==> src/rtl/mwm_pkg.sv <==
// ----------------------------------------------------------------------------
// mwm_pkg
// Shared types, constants and helpers for the mecanum wheel mixer.
// ----------------------------------------------------------------------------
package mwm_pkg;

    localparam int JOY_W     = 8;   // joystick sample width
    localparam int PWR_W     = 8;   // wheel power width
    localparam int MAG_W     = 7;   // power magnitude width
    localparam int NUM_W     = 14;  // dividend width of the restoring dividers
    localparam int CFG_IDX_W = 8;
    localparam int CFG_DAT_W = 8;
    localparam int AXES      = 3;
    localparam int WHEELS    = 4;

    typedef logic [CFG_IDX_W-1:0] t_cfg_idx;

    localparam t_cfg_idx CFG_JOY_DEADBAND = 8'd0;
    localparam t_cfg_idx CFG_JOY_FULL     = 8'd1;
    localparam t_cfg_idx CFG_DRIVE_LOW    = 8'd2;
    localparam t_cfg_idx CFG_DRIVE_HIGH   = 8'd3;
    localparam t_cfg_idx CFG_STRAFE_LOW   = 8'd4;
    localparam t_cfg_idx CFG_STRAFE_HIGH  = 8'd5;
    localparam t_cfg_idx CFG_TURN_LOW     = 8'd6;
    localparam t_cfg_idx CFG_TURN_HIGH    = 8'd7;

    // Reciprocal of 3 for magnitudes up to 381: floor(x / 3) == (x * 171) >> 9
    localparam int DIV3_MUL   = 171;
    localparam int DIV3_SHIFT = 9;

    typedef enum logic [1:0] {
        MODE_DEAD,
        MODE_CLAMP,
        MODE_MAP
    } t_axis_mode;

    typedef struct packed {
        logic [NUM_W-1:0] rem;
        logic [MAG_W-1:0] quo;
    } t_div_pair;

    typedef struct packed {
        logic             neg;
        t_axis_mode       mode;
        logic [MAG_W-1:0] low;
        logic [MAG_W-1:0] high;
        logic             hl_neg;
        t_div_pair        div;
    } t_axis_div;

    typedef struct packed {
        logic             neg;
        logic [MAG_W-1:0] mag;
        t_div_pair        div;
    } t_wheel_div;

    typedef struct packed {
        logic [MAG_W-1:0] mx;
        logic             scale;
    } t_scale_ctl;

    // One restoring division step producing quotient bit k.
    function automatic t_div_pair div_step(t_div_pair cur, logic [7:0] den, logic [2:0] k);
        t_div_pair       nxt;
        logic [NUM_W:0]  dsh;
        nxt = cur;
        dsh = ({7'd0, den} << k);
        if ({1'b0, cur.rem} >= dsh) begin
            nxt.rem    = NUM_W'({1'b0, cur.rem} - dsh);
            nxt.quo[k] = 1'b1;
        end
        return nxt;
    endfunction

endpackage

==> src/rtl/mecanum_wheel_mixer_core.sv <==
// ----------------------------------------------------------------------------
// mecanum_wheel_mixer_core
// Shapes three joystick axes and mixes them into four mecanum wheel powers.
// ----------------------------------------------------------------------------
// Nine-stage pipeline: one joystick sample set per cycle whenever the output side
// is not stalled. Stage 1 finds each axis's region and forms the mapping
// product, stages 2-3 divide it by (joy_full - joy_deadband) as a restoring
// divider, three and four quotient bits per stage. Stage 4 finishes the axis
// shaping, stage 5 mixes and divides by 3, stage 6 finds the largest wheel
// magnitude and forms p * MOTOR_LIMIT, stages 7-8 divide that by the maximum,
// stage 9 is the output register. Each stage holds under backpressure on its
// own, so bubbles are squeezed out. Configuration writes are always ready and
// take effect at once; write them only while the pipeline is empty.
module mecanum_wheel_mixer_core #(
    parameter int unsigned MOTOR_LIMIT = 100
) (
    input  logic                                 i_clk,
    input  logic                                 i_rst_n,
    // configuration
    input  logic                                 i_cfg_valid,
    output logic                                 o_cfg_ready,
    input  logic [mwm_pkg::CFG_IDX_W-1:0]        i_cfg_index,
    input  logic [mwm_pkg::CFG_DAT_W-1:0]        i_cfg_data,
    // joystick samples
    input  logic                                 i_in_valid,
    output logic                                 o_in_ready,
    input  logic signed [mwm_pkg::JOY_W-1:0]     i_forward_in,
    input  logic signed [mwm_pkg::JOY_W-1:0]     i_strafe_in,
    input  logic signed [mwm_pkg::JOY_W-1:0]     i_turn_in,
    // wheel powers
    output logic                                 o_out_valid,
    input  logic                                 i_out_ready,
    output logic signed [mwm_pkg::PWR_W-1:0]     o_front_left_power,
    output logic signed [mwm_pkg::PWR_W-1:0]     o_front_right_power,
    output logic signed [mwm_pkg::PWR_W-1:0]     o_back_left_power,
    output logic signed [mwm_pkg::PWR_W-1:0]     o_back_right_power
);
    import mwm_pkg::*;

    localparam int            STAGES = 9;
    localparam logic [MAG_W-1:0] LIMIT = MAG_W'(MOTOR_LIMIT);

    // ---------------- configuration ----------------
    logic [6:0]       r_joy_db;
    logic [7:0]       r_joy_full;
    logic [MAG_W-1:0] r_low  [AXES];
    logic [MAG_W-1:0] r_high [AXES];
    logic [7:0]       den;
    logic             den_zero;

    assign o_cfg_ready = 1'b1;
    assign den         = r_joy_full - {1'b0, r_joy_db};
    assign den_zero    = (den == 8'd0);

    always_ff @(posedge i_clk) begin
        if (!i_rst_n) begin
            r_joy_db   <= 7'd10;
            r_joy_full <= 8'd127;
            r_low[0]   <= 7'd0;
            r_high[0]  <= 7'd100;
            r_low[1]   <= 7'd0;
            r_high[1]  <= 7'd100;
            r_low[2]   <= 7'd0;
            r_high[2]  <= 7'd100;
        end else if (i_cfg_valid) begin
            unique case (i_cfg_index)
                CFG_JOY_DEADBAND: r_joy_db   <= i_cfg_data[6:0];
                CFG_JOY_FULL:     r_joy_full <= i_cfg_data;
                CFG_DRIVE_LOW:    r_low[0]   <= i_cfg_data[6:0];
                CFG_DRIVE_HIGH:   r_high[0]  <= i_cfg_data[6:0];
                CFG_STRAFE_LOW:   r_low[1]   <= i_cfg_data[6:0];
                CFG_STRAFE_HIGH:  r_high[1]  <= i_cfg_data[6:0];
                CFG_TURN_LOW:     r_low[2]   <= i_cfg_data[6:0];
                CFG_TURN_HIGH:    r_high[2]  <= i_cfg_data[6:0];
                default: ;
            endcase
        end
    end

    // ---------------- pipeline control ----------------
    logic [STAGES:1] r_vld;
    logic [STAGES:1] rdy;

    assign rdy[STAGES] = !r_vld[STAGES] || i_out_ready;
    for (genvar k = 1; k < STAGES; k++) begin : g_rdy
        assign rdy[k] = !r_vld[k] || rdy[k+1];
    end

    assign o_in_ready  = rdy[1];
    assign o_out_valid = r_vld[STAGES];

    always_ff @(posedge i_clk) begin
        if (!i_rst_n) begin
            r_vld <= '0;
        end else begin
            if (rdy[1]) begin
                r_vld[1] <= i_in_valid;
            end
            for (int k = 2; k <= STAGES; k++) begin
                if (rdy[k]) begin
                    r_vld[k] <= r_vld[k-1];
                end
            end
        end
    end

    // ---------------- stage 1: region and mapping product ----------------
    logic [JOY_W-1:0] s0_in [AXES];
    t_axis_div        n_s1  [AXES];
    t_axis_div        r_s1  [AXES];

    assign s0_in[0] = i_forward_in;
    assign s0_in[1] = i_strafe_in;
    assign s0_in[2] = i_turn_in;

    always_comb begin
        logic [7:0]       m;
        logic [7:0]       diff;
        logic [MAG_W-1:0] hl_mag;
        logic [14:0]      prod;
        for (int a = 0; a < AXES; a++) begin
            m      = s0_in[a][7] ? 8'(-s0_in[a]) : s0_in[a];   // -128 gives 128
            diff   = m - {1'b0, r_joy_db};
            hl_mag = (r_high[a] < r_low[a]) ? (r_low[a] - r_high[a])
                                            : (r_high[a] - r_low[a]);
            prod   = {7'd0, diff} * {8'd0, hl_mag};

            n_s1[a].neg     = s0_in[a][7];
            n_s1[a].low     = r_low[a];
            n_s1[a].high    = r_high[a];
            n_s1[a].hl_neg  = (r_high[a] < r_low[a]);
            n_s1[a].div.quo = '0;
            n_s1[a].div.rem = '0;
            if (m < {1'b0, r_joy_db}) begin
                n_s1[a].mode = MODE_DEAD;
            end else if (m > r_joy_full) begin
                n_s1[a].mode = MODE_CLAMP;
            end else begin
                n_s1[a].mode    = MODE_MAP;
                n_s1[a].div.rem = prod[NUM_W-1:0];
            end
        end
    end

    // ---------------- stages 2-3: divide by mapping span ----------------
    t_axis_div n_s2 [AXES];
    t_axis_div r_s2 [AXES];
    t_axis_div n_s3 [AXES];
    t_axis_div r_s3 [AXES];

    always_comb begin
        for (int a = 0; a < AXES; a++) begin
            n_s2[a] = r_s1[a];
            for (int k = 6; k >= 4; k--) begin
                n_s2[a].div = div_step(n_s2[a].div, den, 3'(k));
            end
            n_s3[a] = r_s2[a];
            for (int k = 3; k >= 0; k--) begin
                n_s3[a].div = div_step(n_s3[a].div, den, 3'(k));
            end
        end
    end

    // ---------------- stage 4: shaped axis value ----------------
    logic [7:0] n_s4 [AXES];
    logic [7:0] r_s4 [AXES];

    always_comb begin
        logic [MAG_W-1:0] q;
        logic [MAG_W-1:0] r;
        for (int a = 0; a < AXES; a++) begin
            // empty span: the only mapped magnitude sits on the edge, low power
            q = den_zero ? '0 : r_s3[a].div.quo;
            case (r_s3[a].mode)
                MODE_DEAD:  r = '0;
                MODE_CLAMP: r = r_s3[a].high;
                MODE_MAP:   r = r_s3[a].hl_neg ? (r_s3[a].low - q) : (r_s3[a].low + q);
                default:    r = '0;
            endcase
            n_s4[a] = r_s3[a].neg ? 8'(-{1'b0, r}) : {1'b0, r};
        end
    end

    // ---------------- stage 5: mix and divide by 3 ----------------
    logic             n_s5_neg [WHEELS];
    logic [MAG_W-1:0] n_s5_mag [WHEELS];
    logic             r_s5_neg [WHEELS];
    logic [MAG_W-1:0] r_s5_mag [WHEELS];

    always_comb begin
        logic signed [9:0] f;
        logic signed [9:0] s;
        logic signed [9:0] t;
        logic signed [9:0] mix [WHEELS];
        logic [8:0]        m9;
        logic [16:0]       prod;
        f = {{2{r_s4[0][7]}}, r_s4[0]};
        s = {{2{r_s4[1][7]}}, r_s4[1]};
        t = {{2{r_s4[2][7]}}, r_s4[2]};
        mix[0] = -f - s - t;
        mix[1] =  f - s - t;
        mix[2] = -f + s - t;
        mix[3] =  f + s - t;
        for (int w = 0; w < WHEELS; w++) begin
            m9          = mix[w][9] ? 9'(-mix[w]) : 9'(mix[w]);
            prod        = {8'd0, m9} * 17'(DIV3_MUL);
            n_s5_neg[w] = mix[w][9];
            n_s5_mag[w] = prod[DIV3_SHIFT +: MAG_W];
        end
    end

    // ---------------- stage 6: peak magnitude and scaled dividend ----------------
    t_wheel_div n_s6 [WHEELS];
    t_wheel_div r_s6 [WHEELS];
    t_scale_ctl n_s6_ctl;
    t_scale_ctl r_s6_ctl;

    always_comb begin
        logic [MAG_W-1:0] mx01;
        logic [MAG_W-1:0] mx23;
        logic [13:0]      prod;
        mx01 = (r_s5_mag[0] > r_s5_mag[1]) ? r_s5_mag[0] : r_s5_mag[1];
        mx23 = (r_s5_mag[2] > r_s5_mag[3]) ? r_s5_mag[2] : r_s5_mag[3];
        n_s6_ctl.mx    = (mx01 > mx23) ? mx01 : mx23;
        n_s6_ctl.scale = (n_s6_ctl.mx > LIMIT);
        for (int w = 0; w < WHEELS; w++) begin
            prod             = {7'd0, r_s5_mag[w]} * {7'd0, LIMIT};
            n_s6[w].neg      = r_s5_neg[w];
            n_s6[w].mag      = r_s5_mag[w];
            n_s6[w].div.rem  = prod[NUM_W-1:0];
            n_s6[w].div.quo  = '0;
        end
    end

    // ---------------- stages 7-8: divide by peak magnitude ----------------
    t_wheel_div n_s7 [WHEELS];
    t_wheel_div r_s7 [WHEELS];
    t_wheel_div n_s8 [WHEELS];
    t_wheel_div r_s8 [WHEELS];
    t_scale_ctl r_s7_ctl;
    t_scale_ctl r_s8_ctl;

    always_comb begin
        for (int w = 0; w < WHEELS; w++) begin
            n_s7[w] = r_s6[w];
            for (int k = 6; k >= 4; k--) begin
                n_s7[w].div = div_step(n_s7[w].div, {1'b0, r_s6_ctl.mx}, 3'(k));
            end
            n_s8[w] = r_s7[w];
            for (int k = 3; k >= 0; k--) begin
                n_s8[w].div = div_step(n_s8[w].div, {1'b0, r_s7_ctl.mx}, 3'(k));
            end
        end
    end

    // ---------------- stage 9: output register ----------------
    logic [PWR_W-1:0] n_out [WHEELS];
    logic [PWR_W-1:0] r_out [WHEELS];

    always_comb begin
        logic [MAG_W-1:0] v;
        for (int w = 0; w < WHEELS; w++) begin
            v        = r_s8_ctl.scale ? r_s8[w].div.quo : r_s8[w].mag;
            n_out[w] = r_s8[w].neg ? PWR_W'(-{1'b0, v}) : {1'b0, v};
        end
    end

    // payload registers, no reset
    always_ff @(posedge i_clk) begin
        if (rdy[1]) r_s1 <= n_s1;
        if (rdy[2]) r_s2 <= n_s2;
        if (rdy[3]) r_s3 <= n_s3;
        if (rdy[4]) r_s4 <= n_s4;
        if (rdy[5]) begin
            r_s5_neg <= n_s5_neg;
            r_s5_mag <= n_s5_mag;
        end
        if (rdy[6]) begin
            r_s6     <= n_s6;
            r_s6_ctl <= n_s6_ctl;
        end
        if (rdy[7]) begin
            r_s7     <= n_s7;
            r_s7_ctl <= r_s6_ctl;
        end
        if (rdy[8]) begin
            r_s8     <= n_s8;
            r_s8_ctl <= r_s7_ctl;
        end
        if (rdy[9]) r_out <= n_out;
    end

    assign o_front_left_power  = r_out[0];
    assign o_front_right_power = r_out[1];
    assign o_back_left_power   = r_out[2];
    assign o_back_right_power  = r_out[3];

endmodule

==> config.mk <==
export PLATFORM = sky130hd
export DESIGN_NAME = mecanum_wheel_mixer_core
export DESIGN_NICKNAME = d
export VERILOG_FILES = /design/src/rtl/mwm_pkg.sv /design/src/rtl/mecanum_wheel_mixer_core.sv
export SDC_FILE = /design/constraint.sdc
export NUM_CORES = 2
export LEC_CHECK = 0
export BUFFER_PORTS_ARGS = -buffer_cell sky130_fd_sc_hd__buf_4
export CORE_UTILIZATION = 45
export CTS_CLUSTER_SIZE = 30
export DETAILED_ROUTE_END_ITERATION = 10
export PLACE_DENSITY = 0.64
export SLEW_MARGIN = 20
export SYNTH_ARGS = -nofsm -noshare
export SYNTH_HDL_FRONTEND = slang
export SYNTH_SLANG_ARGS = --single-unit
==> constraint.sdc <==
create_clock -name i_clk -period 26.8 [get_ports i_clk]
set_input_delay 5.36 -clock i_clk [delete_from_list [all_inputs] [get_ports i_clk]]
set_output_delay 5.36 -clock i_clk [all_outputs]
set_load 0.005 [all_outputs]
==> results_dict.tcl <==
set metrics [dict create \
    status "finished clean" \
    ant_nets 0 \
    hold_viol 0 \
    antenna_found_initial 0 \
    setup_tns_ns 0 \
    r2r_cells 46 \
    hold_depth 0 \
    worst_skew_pair.late_latency_ns 0.69 \
    synth_cells 6348 \
    yosysUniqueCellTypes 114 \
    hpwl_mm 115 \
    final_cell_mix "ha_1 (885), inv_1 (696), edfxtp_1 (635), nand2_1 (418), nor2_1 (404)" \
    die_y_um 375 \
    finalSetupViolCount 0 \
    ios 80 \
    grt.overflow.total 0 \
    cts_setup_buffers 0 \
    dr.pass1.iters 6 \
    postSynthAreaPerCell_um2 9.84 \
    grt_pass1_vias 45400 \
    yosysWarnings 0 \
    cts_inserted_buffers 76 \
    fp.dieW_um 375 \
    pre_cts_ws_ns 13.59 \
    use_met3_pct 2.21 \
    yosys_most_used_dff "edfxtp_1" \
    async_flop_share_pct 0 \
    grt_max_degree 85 \
    die_area_mm2 0.140 \
    synth-edff-count 635 \
    critPathRequiredTime_ns 21.44 \
    final_area_mm2 0.0678 \
    layout_commonest_cell "ha_1" \
    grtUsageTotal_pct 20.7 \
    grt_use_met1_pct 26.2 \
    grtUsageMet2_pct 36.3 \
    rows 136 \
    synth-seq-cells 659 \
    cts_tree "done" \
    cts_num_sinks 659 \
    finalNetCount 7617 \
    end_kind "output pin" \
    drtIter0Drc 2715 \
    fmax_mhz 75.8 \
    htreeDepth 3 \
    syn2layout_area_growth_pct 8.59 \
    ys_seq_area_share_pct 31.3 \
    portBuffers 78 \
    setup_slack_ns 13.61 \
    cp-start-kind "input port" \
    initial_utilization_pct 45.4 \
    ctsHoldBuffers 0 \
    busiest_layer "met2" \
    critPathCapture "o_in_ready" \
    r2r-end "r_s3[39]" \
    hp-class "reg -> reg" \
    vias 45900 \
    skew_ns 0.0578 \
    routabilityCongestion 0.888 \
    crit_start "i_out_ready" \
    detail_route.wl_per_cell_um 17.5 \
    drive_gt1_share_pct 6.64 \
    synth_area_mm2 0.0625 \
    grt_pass1_wl_mm 235 \
    placed_area_mm2 0.0653 \
    period_share_pct 49.2 \
    maxCapViolations 0 \
    r2r_start "r_joy_db[1]" \
    ctsResizeCount 0 \
    r2r_slack_ns 14.49 \
    wl_mm 145 \
    clk_pin_slew_ns 0.06 \
    clockBufferDepth 3 \
    synth_nets 7514 \
    min_period_ns 13.19 \
    slew_viol_final 0 \
    worst_ep_arrival_time_ns 7.83 \
    relSlewSlack_pct 21.3 \
    critPathKind "in -> out" \
    via_per_inst 5.52 \
    drcViolationCount 0 \
    cts-root-buf "clkbuf_16" \
    tightestPinTransition_ns 1.17 \
    core_area_mm2 0.138 \
    path_max_fanout 45 \
    rsz0062_at_grt "no" \
]
critical path, stage by stage:
cell	delay, ns
buf_4	0.11
nor2b_1	0.10
buf_4	0.19
and3_1	0.23
and2_1	0.27
and3_1	0.24
and2_1	0.33
nand3_4	0.60
buf_4	0.39
area by class of cell:
cell class	count	area, µm²
fill	12500	69800
tap	1794	2240
inverter	712	2670
multi-input combinational	4880	39900
antenna	1	2.50
sequential	659	19500
clock buffer	89	1960
timing repair buffer	122	920
clock inverter	44	572
metal layers:
layer  wire (µm)  up-vias
met1       65000    21800
met4        5360        0
li1            -    22900
met5           0        -
met2       70100      868
met3        4860      233
cell usage after synthesis (all sizes together), types with 21 or more instances:
cell type / n / area (µm²)
a22oi: 22 / 165
xor2: 140 / 1230
clkbuf: 78 / 293
nand4: 84 / 526
nand3: 77 / 400
nand2b: 114 / 713
a31oi: 41 / 272
ha: 885 / 11100
a21boi: 43 / 334
or3: 52 / 325
nor4: 38 / 259
o31ai: 48 / 365
inv: 709 / 2660
o21a: 52 / 390
a21oi: 396 / 2000
nor3b: 30 / 230
or2: 21 / 131
maj3: 21 / 220
xnor2: 344 / 3010
mux2: 104 / 1170
nor2: 409 / 1550
edfxtp: 635 / 19100
mux2i: 110 / 1100
and2: 62 / 388
and3: 30 / 188
dfxtp: 24 / 480
nor2b: 134 / 838
nand2: 420 / 1580
a21o: 169 / 1270
a211oi: 29 / 243
o21ai: 303 / 1520
o211ai: 33 / 253
o21bai: 82 / 616
fa: 236 / 4720
nor3: 108 / 551
how the worst min path moves through the flow:
stage               from        end  slack, ns
3_3_place_gp    n_s2[68]   n_s3[68]       0.40
3_5_place_dp   n_s2[100]  n_s3[100]       0.40
5_1_grt          n_s3[5]    r_s3[5]       0.40
6_report         r_s1[8]    r_s2[8]       0.40
2_1_floorplan  n_s2[100]  n_s3[100]       0.40
4_1_cts          r_s1[8]    r_s2[8]       0.40
sequential cells by signal (all words and copies together), names as in the netlist, 24 cells and up:
signal / flops
r_s6: 36
n_s7: 32
n_s2: 54
r_s2: 42
r_s1: 42
r_s3: 75
n_s8: 44
r_s7: 40
r_s4: 24
n_s3: 63
n_s6: 32
r_s8: 60
per-stage QoR:
stage	util (%)	hold slack (ns)	instances
finish	49.3	0.402	8301
global route	49.3	0.403	8300
global placement	47.4	0.401	8167
detailed placement	47.4	0.405	8167
floorplan	-	0.400	6348
CTS	49.3	0.398	8300
kinds of logic (layout without fill, tap and decap cells):
family,Yosys count,in the layout,synth area share (%)
AOI/OAI and AO/OA,1392,1392,14.5
buffers and inverters,809,967,4.91
other,1,2,0.00600
adders and majority gates,1142,1142,25.6
muxes,214,214,3.64
xor gates and xnor gates,484,484,6.79
DFF,659,659,31.3
and+or+nand+nor,1647,1647,13.2
Power is not shown: default switching activity piles up to over one toggle a cycle in this logic, so the estimate is an artifact.
